**config.mk**
```make
export PLATFORM = sky130hd
export DESIGN_NAME = timed_speed_estimator_unit
export DESIGN_NICKNAME = d
export VERILOG_FILES = /design/src/rtl/core/tse_pkg.sv /design/src/rtl/core/tse_div.sv /design/src/rtl/core/timed_speed_estimator_unit.sv
export VERILOG_INCLUDE_DIRS = /design/src /design/src/rtl/core
export SDC_FILE = /design/constraint.sdc
export NUM_CORES = 1
export LEC_CHECK = 0
export BUFFER_PORTS_ARGS = -buffer_cell sky130_fd_sc_hd__buf_2
export CAP_MARGIN = 10
export CORE_ASPECT_RATIO = 1.2
export CORE_MARGIN = 5
export CORE_UTILIZATION = 30
export CTS_CLUSTER_SIZE = 28
export DETAILED_ROUTE_END_ITERATION = 16
export PLACE_DENSITY = 0.56
export SLEW_MARGIN = 20
export SYNTH_ARGS = -nofsm -noshare
export SYNTH_HDL_FRONTEND = slang
export SYNTH_HIERARCHICAL = 1
export SYNTH_SLANG_ARGS = --single-unit
```
**constraint.sdc**
```tcl
create_clock -name clk -period 8.1 [get_ports clk]
set_clock_uncertainty 0.15 [all_clocks]
set_input_delay 1.215 -clock clk [delete_from_list [all_inputs] [get_ports clk]]
set_output_delay 1.215 -clock clk [all_outputs]
set_load 0.02 [all_outputs]
```
**src/rtl/core/timed_speed_estimator_unit_macros.svh**
```systemverilog
// Assertion macros used by the speed estimator top level.
`ifndef TIMED_SPEED_ESTIMATOR_UNIT_MACROS_SVH
`define TIMED_SPEED_ESTIMATOR_UNIT_MACROS_SVH
`ifndef NO_ASSERTIONS
// Checks that a condition holds at every clock edge outside reset.
`define TSE_ASSERT_ALWAYS(label, expr) \
  label: assert property (@(posedge clk) disable iff (rst) (expr)) \
    else $error("assertion failed");
// Checks that the consequent holds in the same cycle as the antecedent.
`define TSE_ASSERT_IMPL(label, ante, cons) \
  label: assert property (@(posedge clk) disable iff (rst) (ante) |-> (cons)) \
    else $error("assertion failed");
// Checks that the consequent holds in the cycle after the antecedent.
`define TSE_ASSERT_NEXT(label, ante, cons) \
  label: assert property (@(posedge clk) disable iff (rst) (ante) |=> (cons)) \
    else $error("assertion failed");
`else
`define TSE_ASSERT_ALWAYS(label, expr)
`define TSE_ASSERT_IMPL(label, ante, cons)
`define TSE_ASSERT_NEXT(label, ante, cons)
`endif
`endif

```
**src/rtl/core/tse_pkg.sv**
```systemverilog
// Types and constants shared by the speed estimator modules.
package tse_pkg;

  localparam int COUNT_WIDTH_DEF = 16;
  localparam int LIMIT_W = 16;
  localparam logic [LIMIT_W-1:0] STALE_LIMIT_RESET = 16'd300;
  // Doubled position difference: 33-bit difference shifted left once.
  localparam int NUM_W = 34;
  localparam int DT_W = 32;

  typedef struct packed {
    logic [31:0]        time_tick;
    logic signed [31:0] position;
  } sample_t;

  typedef struct packed {
    logic signed [31:0] speed;
    logic               stale;
  } result_t;

  typedef enum logic [1:0] {
    S_IDLE,
    S_SETUP,
    S_DIV,
    S_DONE
  } state_t;

endpackage

```
**src/rtl/core/tse_div.sv**
```systemverilog
// Bit-serial restoring divider, one quotient bit per cycle.
module tse_div
  import tse_pkg::*;
(
  input  logic             clk,
  input  logic             rst,
  input  logic             start,
  input  logic [NUM_W-1:0] dividend,
  input  logic [DT_W-1:0]  divisor,
  output logic             done,
  output logic [NUM_W-1:0] quotient
);

  localparam int CNT_W = $clog2(NUM_W + 1);

  logic             busy;
  logic [CNT_W-1:0] cnt;
  logic [DT_W-1:0]  rem;
  logic [DT_W-1:0]  dvs;
  logic [NUM_W-1:0] dvd;
  logic [DT_W:0]    rem_sh;
  logic [DT_W:0]    rem_sub;
  logic             ge;

  assign rem_sh  = {rem, dvd[NUM_W-1]};
  assign rem_sub = rem_sh - {1'b0, dvs};
  assign ge      = rem_sh >= {1'b0, dvs};

  always_ff @(posedge clk) begin
    if (rst) begin
      busy <= 1'b0;
      done <= 1'b0;
      cnt  <= '0;
    end else begin
      done <= 1'b0;
      if (start) begin
        busy <= 1'b1;
        cnt  <= CNT_W'(NUM_W);
      end else if (busy) begin
        cnt <= cnt - 1'b1;
        if (cnt == CNT_W'(1)) begin
          busy <= 1'b0;
          done <= 1'b1;
        end
      end
    end
  end

  // The dividend register shifts out from the top while quotient bits enter below.
  always_ff @(posedge clk) begin
    if (start) begin
      rem <= '0;
      dvs <= divisor;
      dvd <= dividend;
    end else if (busy) begin
      rem <= ge ? rem_sub[DT_W-1:0] : rem_sh[DT_W-1:0];
      dvd <= {dvd[NUM_W-2:0], ge};
    end
  end

  assign quotient = dvd;

endmodule

```
**src/rtl/core/timed_speed_estimator_unit.sv**
```systemverilog
// Top level of the finite-difference speed estimator with stale timeout.
// One sample is in work at a time: a new timestamp goes through the 34-step
// bit-serial divider, a repeated timestamp skips it, and the next sample is
// accepted only after the result has been loaded into the output register.
// Reset (rst, synchronous, active high) clears the stored time, position,
// speed and idle counter, and loads stale_limit with 300.
`include "timed_speed_estimator_unit_macros.svh"

module timed_speed_estimator_unit
  import tse_pkg::*;
#(
  parameter int COUNT_WIDTH = COUNT_WIDTH_DEF
) (
  input  logic               clk,
  input  logic               rst,
  input  logic               sample_valid,
  output logic               sample_ready,
  input  sample_t            sample,
  output logic               result_valid,
  input  logic               result_ready,
  output result_t            result,
  input  logic               cfg_valid,
  output logic               cfg_ready,
  input  logic [LIMIT_W-1:0] cfg_data
);

  // Width used to compare the idle counter against the stale limit.
  localparam int CMP_W = (COUNT_WIDTH > LIMIT_W) ? COUNT_WIDTH : LIMIT_W;

  state_t state, state_next;

  // Architectural state.
  logic [LIMIT_W-1:0]     stale_limit;
  logic [31:0]            prev_time;
  logic signed [31:0]     prev_position;
  logic signed [31:0]     held_speed;
  logic [COUNT_WIDTH-1:0] idle_calls;

  // Per-item working registers, loaded when the item is accepted (the sign flag neg in the setup state).
  logic [31:0]            cur_time;
  logic signed [31:0]     cur_position;
  logic                   new_ts;
  logic [DT_W-1:0]        dt;
  logic [NUM_W-1:0]       num;
  logic                   neg;
  logic [COUNT_WIDTH-1:0] idle_inc;

  logic                   sample_take;
  logic                   result_load;
  logic                   div_start;
  logic                   div_done;
  logic [NUM_W-1:0]       div_quot;
  logic [NUM_W-1:0]       mag;
  logic [32:0]            pos_diff;
  logic signed [31:0]     sat_speed;
  logic                   stale_now;

  // The configuration register is always writable; the user must keep the block idle then (not enforced).
  assign cfg_ready = 1'b1;

  always_ff @(posedge clk) begin
    if (rst) begin
      stale_limit <= STALE_LIMIT_RESET;
    end else if (cfg_valid) begin
      stale_limit <= cfg_data;
    end
  end

  // Sequencer: accept, set up the divide (skipped for a repeated timestamp), wait for it, then hand over the result.
  always_ff @(posedge clk) begin
    if (rst) begin
      state <= S_IDLE;
    end else begin
      state <= state_next;
    end
  end

  always_comb begin
    state_next   = state;
    sample_ready = 1'b0;
    div_start    = 1'b0;
    result_load  = 1'b0;
    unique case (state)
      S_IDLE: begin
        sample_ready = 1'b1;
        if (sample_valid) begin
          state_next = S_SETUP;
        end
      end
      S_SETUP: begin
        // A repeated timestamp needs no divide at all.
        if (new_ts) begin
          div_start  = 1'b1;
          state_next = S_DIV;
        end else begin
          state_next = S_DONE;
        end
      end
      S_DIV: begin
        if (div_done) begin
          state_next = S_DONE;
        end
      end
      S_DONE: begin
        // The output register frees up either empty or being taken this cycle.
        if (!result_valid || result_ready) begin
          result_load = 1'b1;
          state_next  = S_IDLE;
        end
      end
      default: state_next = S_IDLE;
    endcase
  end

  assign sample_take = sample_valid && sample_ready;

  // Position difference is formed one bit wider so it cannot overflow; the gain of
  // two is a left shift.
  assign pos_diff = {sample.position[31], sample.position}
                  - {prev_position[31], prev_position};

  always_ff @(posedge clk) begin
    if (sample_take) begin
      cur_time     <= sample.time_tick;
      cur_position <= sample.position;
      new_ts       <= sample.time_tick != prev_time;
      dt           <= sample.time_tick - prev_time;
      num          <= {pos_diff, 1'b0};
      idle_inc     <= (&idle_calls) ? idle_calls : idle_calls + 1'b1;
    end
    if (state == S_SETUP) begin
      neg <= num[NUM_W-1];
    end
  end

  // The divider works on magnitudes; the sign is put back at the end, which gives
  // truncation toward zero.
  assign mag = num[NUM_W-1] ? (~num + 1'b1) : num;

  tse_div u_div (
    .clk      (clk),
    .rst      (rst),
    .start    (div_start),
    .dividend (mag),
    .divisor  (dt),
    .done     (div_done),
    .quotient (div_quot)
  );

  // Saturate the signed quotient to 32 bits.
  always_comb begin
    if (!neg) begin
      sat_speed = (div_quot[NUM_W-1:31] != '0) ? 32'sh7FFF_FFFF
                                                : $signed(div_quot[31:0]);
    end else if ((div_quot[NUM_W-1:32] != '0)
                 || (div_quot[31] && (div_quot[30:0] != '0))) begin
      sat_speed = 32'sh8000_0000;
    end else begin
      sat_speed = $signed(~div_quot[31:0] + 32'd1);
    end
  end

  // A new timestamp clears the counter, so the timeout can only fire on a repeat.
  assign stale_now = !new_ts && (CMP_W'(idle_inc) > CMP_W'(stale_limit));

  always_ff @(posedge clk) begin
    if (rst) begin
      prev_time     <= '0;
      prev_position <= '0;
      held_speed    <= '0;
      idle_calls    <= '0;
    end else if (result_load) begin
      if (new_ts) begin
        prev_time     <= cur_time;
        prev_position <= cur_position;
        held_speed    <= sat_speed;
        idle_calls    <= '0;
      end else begin
        idle_calls <= idle_inc;
        if (stale_now) begin
          held_speed <= '0;
        end
      end
    end
  end

  // Output register: holds a finished item while the next one is already in work.
  always_ff @(posedge clk) begin
    if (rst) begin
      result_valid <= 1'b0;
    end else if (result_load) begin
      result_valid <= 1'b1;
    end else if (result_ready) begin
      result_valid <= 1'b0;
    end
  end

  always_ff @(posedge clk) begin
    if (result_load) begin
      result.stale <= stale_now;
      if (new_ts) begin
        result.speed <= sat_speed;
      end else if (stale_now) begin
        result.speed <= '0;
      end else begin
        result.speed <= held_speed;
      end
    end
  end

  // The divider may only finish while the sequencer waits for it.
  `TSE_ASSERT_IMPL(a_done_in_div, div_done, state == S_DIV)
  // A timed-out item always reports zero speed.
  `TSE_ASSERT_IMPL(a_stale_zero, result_valid && result.stale, result.speed == 0)
  // Only one item is in work at a time.
  `TSE_ASSERT_NEXT(a_one_item, sample_take, !sample_ready)

endmodule

```
== Yosys cells after proc, flatten, opt, wreduce, memory -nomap -nowiden ==
Cells that the tools add are included.

* Bits in registers: 417

* $add $sub $neg: 7
* Order comparisons: 2
* Eq/ne operators: 8
* Bitwise operators: 3
* Reduce and logical (&&, ||, !) cells: 18
* Mux-type cells: 29

{| class="wikitable"
|+ Operator list
! cell !! count
|-
| 2-to-1 mux 32 bit || 6
|-
| 2-to-1 mux 34 bit || 3
|-
| subtractor 32 bit || 2
|-
| adder 34 x 1 -> 34 bit (second input constant) || 1
|-
| inverter 34 bit || 1
|-
| >= comparator 33 x 32 -> 1 bit || 1
|-
| subtractor 32 x 32 -> 33 bit || 1
|-
| adder 32 x 1 -> 32 bit (second input constant) || 1
|-
| 2-to-1 mux 16 bit || 2
|-
| inequality test 32 bit || 1
|-
| inverter 32 bit || 1
|-
| nonzero test 31 bit || 1
|-
| adder 16 x 1 -> 16 bit (second input constant) || 1
|-
| > comparator 16 bit || 1
|-
| AND reduction 16 bit || 1
|-
| 2-to-1 mux 1 bit || 12
|-
| 2-to-1 mux 6 bit || 2
|-
| one-hot mux 2 bit (4 select lines) || 1
|-
| == test 6 x 1 -> 1 bit (second input constant) || 1
|-
| 2-to-1 mux 2 bit || 3
|-
| nonzero test 2 bit || 3
|-
| subtractor 6 x 1 -> 6 bit (second input constant) || 1
|-
| == test 2 bit (second input constant) || 2
|-
| inequality test 2 bit (second input constant) || 2
|-
| 12 further kinds || 16
|}

== Depth between registers and ports, before layout ==
* Depth in word-level cells: 6
* Mapped depth: 13
* Mapped depth without buffers: 12

== Cells and area by module ==
The synthesis kept the hierarchy.

{| class="wikitable"
|+ Modules (own cells, without submodules)
! module !! sequential area each (µm²) !! instances !! area an instance (µm²) !! cells an instance
|-
| timed_speed_estimator_unit || 8,027.7 || 1 || 16,141.7 || 1,675
|-
| tse_div || 2,782.7 || 1 || 6,263.5 || 617
|}

== Least setup slack after synthesis ==
Ideal clock, no wire load.

* Path kind: input to register
* Start: input port sample_valid
* End: register cur_position[0] (enable)
* Stages: 1
* Arrival: 4,531 ps
* Path slack: 2,896 ps
* Setup time: 522 ps
* Required time: 7,428 ps
* Cell sequence: and2_1

* Cells in the longest elaborated chain, start to end: 1

{| class="wikitable"
|+ RTL lines
! element !! RTL line !! RTL
|-
| start: declaration || timed_speed_estimator_unit.sv:16 || <nowiki>input logic sample_valid,</nowiki>
|-
| logical AND 1 bit || timed_speed_estimator_unit.sv:115 || <nowiki>assign sample_take = sample_valid && sample_ready;</nowiki>
|-
| end signal: assignment || timed_speed_estimator_unit.sv:125 || <nowiki>cur_position <= sample.position;</nowiki>
|-
| end: declaration || timed_speed_estimator_unit.sv:41 || <nowiki>logic signed [31:0] cur_position;</nowiki>
|}

Every way passes these cells.
A chain may end at the register's enable or synchronous reset.

== Worst setup path in the final report ==
* Start: register u_div.dvd[4], in the netlist u_div/quotient[4]
* End: register result[17] (netlist bit) (data pin)

* Cells in the longest elaborated chain, start to end: 6

{| class="wikitable"
|+ RTL lines
! element !! RTL line !! RTL
|-
| start: declaration || tse_div.sv:20 || <nowiki>logic [NUM_W-1:0] dvd;</nowiki>
|-
| start signal: assignment || tse_div.sv:54 || <nowiki>dvd <= dividend;</nowiki>
|-
| start signal: assignment || tse_div.sv:57 || <nowiki>dvd <= {dvd[NUM_W-2:0], ge};</nowiki>
|-
| parallel branches: the longest is 3 deep, another holds adder 32 x 1 -> 32 bit || -- ||
|-
| 2-to-1 mux 32 bit * || timed_speed_estimator_unit.sv:155 || <nowiki>end else if ((div_quot[NUM_W-1:32] != '0)</nowiki>
|-
| 2-to-1 mux 32 bit * || timed_speed_estimator_unit.sv:152 || <nowiki>if (!neg) begin</nowiki>
|-
| 2-to-1 mux 32 bit * || -- ||
|-
| end: declaration || timed_speed_estimator_unit.sv:21 || <nowiki>output result_t result,</nowiki>
|}

Mark *: on every way between the ends.

==> impl_metrics.toml <==
[placement]
hpwl_um = 38640
number_of_buffer_cells_added_on_primary_ports = 119
routabilityCongestion = 0.8848
place_ws_ns = 3.482
detailed_place.area_um2 = 23980

[yosys]
synth_sequential_area_ratio = 0.4825
post-synth-top-area-fraction = 0.3297
top_area_cells_in_the_synthesized_netlist = "edfxtp_1, dfxtp_1, ha_1"
synth-main-ff-cell = "edfxtp_1"
async_s_r_ff_share_synth = 0
number_of_unique_standard_cell_types_used_by_synthesis = 90
synth_edf_count = 246
post_synth_instance_area_um2 = 22410
yosys.area_share.xor_xnor = 0.04925
ffs_latches_synth = 417
synth_area_per_cell_um2 = 9.775
post_synth_and_or_nand_nor_area_fraction = 0.1530
multiplexer_area_fraction_after_synthesis = 0.02602
synthAdderAreaFrac = 0.06969
complex_gate_fraction_of_the_synthesized_area = 0.1717
yosys_warnings = 6
synth_top_cell_by_area = "edfxtp_1"
post_synth_inst_count = 2292
synth_top_family_by_area = "compound AO/OA/AOI/OAI gates"
ys_top_cells_by_count = "nand2_1, edfxtp_1, a21oi_1, inv_1, nor2_1"
synth_fp_nets = 2500
synth_most_common_cell = "nand2_1"

[route]
route.detailed.wl_per_inst_um = 15.70
drt-total-wl_um = 53670
postRouteAntennaNets = 0
vias = 16640
drt_first_pass_iters = 7
post_drt_via_cell_ratio = 4.869
drc = 0
drt_first_iter_violations = 947

[critical_path]
crit_arrival_ns = 4.35
critPathMaxFanout = 25
worst-r2r-cell-count = 9
worstSetupEndpointType = "flop"
setup.worst_path.class = "flop to flop"
rr_startpoint = "u_div/quotient[4]"
worstPathRequired_ns = 8.41
worstSetupStartpoint = "u_div/quotient[4]"
crit_path_start_kind = "flop"

[sta]
timing.final.setup_violations = 0
rsz0062_at_grt = "false"
worst-slew-pin-transition_ns = 1.008
layout_worst_path_cycle_share = 0.4990
finalHoldViolations = 0
final_critical_path_setup_slack_ns = 4.058
achievable_frequency_mhz = 247.4
timing.max_slew.rel_slack = 0.3279
total_negative_setup_slack_ns = 0
fin_crit_period_ns = 4.042
slew_viol_final = 0

[cts]
clock-root-buffer = "clkbuf_16"
postCtsResizedCells = 0
post_cts_hold_buffer_count = 0
cts_tree = "yes"
ctsHtreeMaxLevel = 2
clock_insertion_delay_worst_skew_ns = 0.61
clock_transition_at_the_registers_of_the_reported_paths_ns = 0.06
cts_post_setup_buffers_inserted = 0
numCtsBuffers = 48
cts_buffer_depth = 3
cts_sinks = 417

[grt]
grt_max_degree = 82
grt_pass1_vias = 16600
grtUsageTotal = 0.1306
globalRouteOverflowTotal = 0
antenna_found_initial = 0
grt_first_pass_wirelength_um = 87220

[final_layout]
finish.instance_area_um2 = 25500
antenna_cell_count = 0
layout-drive-gt1-share = 0.1306
finish.net_count = 2587
nFillCells = 7621
sequential_cell_area_um2 = 10810
area.growth.synth_to_final_pct = 13.83
multi_input_area_um2 = 10560

[die]
design.core.area_um2 = 73920
dieWidth_um = 259.5
io_pins = 121
die_height_um = 309.4
num_rows = 109
starting_density_of_the_core = 0.3031
design.die.area_um2 = 80270

[power_and_ir_drop]
switchingPower_uw = 3191
share_of_total_power_in_combinational_logic = 0.363
p_int_uw = 5311
power.leakage_uw = 0.009277
vdd_drop_max_v = 0.0001634
clockPowerShare = 0.246
p_per_area_nw_per_um2 = 333.4
power.sequential.fraction = 0.392
p_sw_frac = 0.3753

[hold_path]
timing.hold.worst.start = "dt[4]"
hold_path.class = "flop to flop"
holdPathStages = 0

[run]
max_cap_viol_count = 0

[run_status]
status = "completed"
-- cells by family after synthesis --
logic type | after synthesis
AND/OR/NAND/NOR | 720
adder cells (fa/ha/maj) | 123
AO/OA/AOI/OAI | 580
XOR/XNOR | 126
flip-flops | 417
buffers and inverters | 270
multiplexers | 54
other | 2
-- sequential cells by signal, indices dropped and copies added (netlist names) --
name and count:
stale_limit 16, neg 1, u_div/busy 1, idle_calls 16, state 2, idle_inc 16, u_div/cnt 6, prev_time 32
result_valid 1, cur_position 32, u_div/rem 32, u_div/quotient 34, num 33, dt 32, result 33, u_div/dvs 32
new_ts 1, cur_time 32, u_div/done 1, prev_position 32, held_speed 32
-- worst max-delay path, stage by stage, from the launching register on --
cell and delay (ns):
edfxtp_1 0.48, or4_4 0.62, nor4_4 0.32, nand4_1 0.25
o21a_1 0.56, nor2b_1 0.80, nand2_1 0.13, o211ai_1 0.20
o21ai_0 0.21, nor2_1 0.15
-- placed cells by master, fill, tap and decap left out, types with 20 or more instances in the layout --
master,instances
clkbuf_16,48
mux2_2,34
or3_1,28
xnor2_1,95
nand4_1,30
nand2_1,295
a21oi_1,205
nand3_1,30
a21o_1,56
ha_1,120
nor3_1,30
nor2_1,171
dfxtp_1,170
inv_1,171
nor2b_1,23
buf_2,118
nand3b_1,20
mux2i_1,20
xor2_1,31
o21bai_1,26
edfxtp_1,246
o21ai_0,88
o31ai_1,25
-- power groups by stage --
stage               logic (µW)  clock network [µW]  registers, µW
global route              3440                2250           3400
CTS                       3110                2170           3330
floorplan                 2390                   0           3280
finish                    3080                2090           3330
global placement          3040                   0           3360
detailed placement        3100                   0           3370
-- metrics by stage --
step	cells	utilization	hold WS, ns	total power, µW
finish	3418	0.3450	0.2651	8502
global route	3418	0.3450	0.2721	9088
CTS	3418	0.3450	0.2658	8615
detailed placement	3328	0.3245	0.2545	6470
global placement	3328	0.3245	0.2523	6400
floorplan	2292	-	0.2503	5675
-- worst paths after layout --
path                        to  slack [ns]
hold reg to reg   u_div/dvs[4]        0.27
hold / removal    u_div/dvs[4]        0.27
setup / recovery    result[17]        4.06
setup reg to reg    result[17]        4.06
-- layer usage --
metal  part of all wire  GRT usage
met5                  0          0
met4              0.022    0.03577
met3              0.042    0.02027
met2               0.47     0.2235
met1               0.47     0.1731
-- final cells by class --
| class | instances | area share |
|---|---|---|
| Clock buffer | 61 | 0.04901 |
| Clock inverter | 29 | 0.01055 |
| Inverter | 172 | 0.02532 |
| Multi-Input combinational cell | 1605 | 0.4140 |
| Sequential cell | 417 | 0.4239 |
| Tap cell | 999 | 0.04901 |
| Timing Repair Buffer | 135 | 0.02816 |
(Power assumes the default switching activity.)
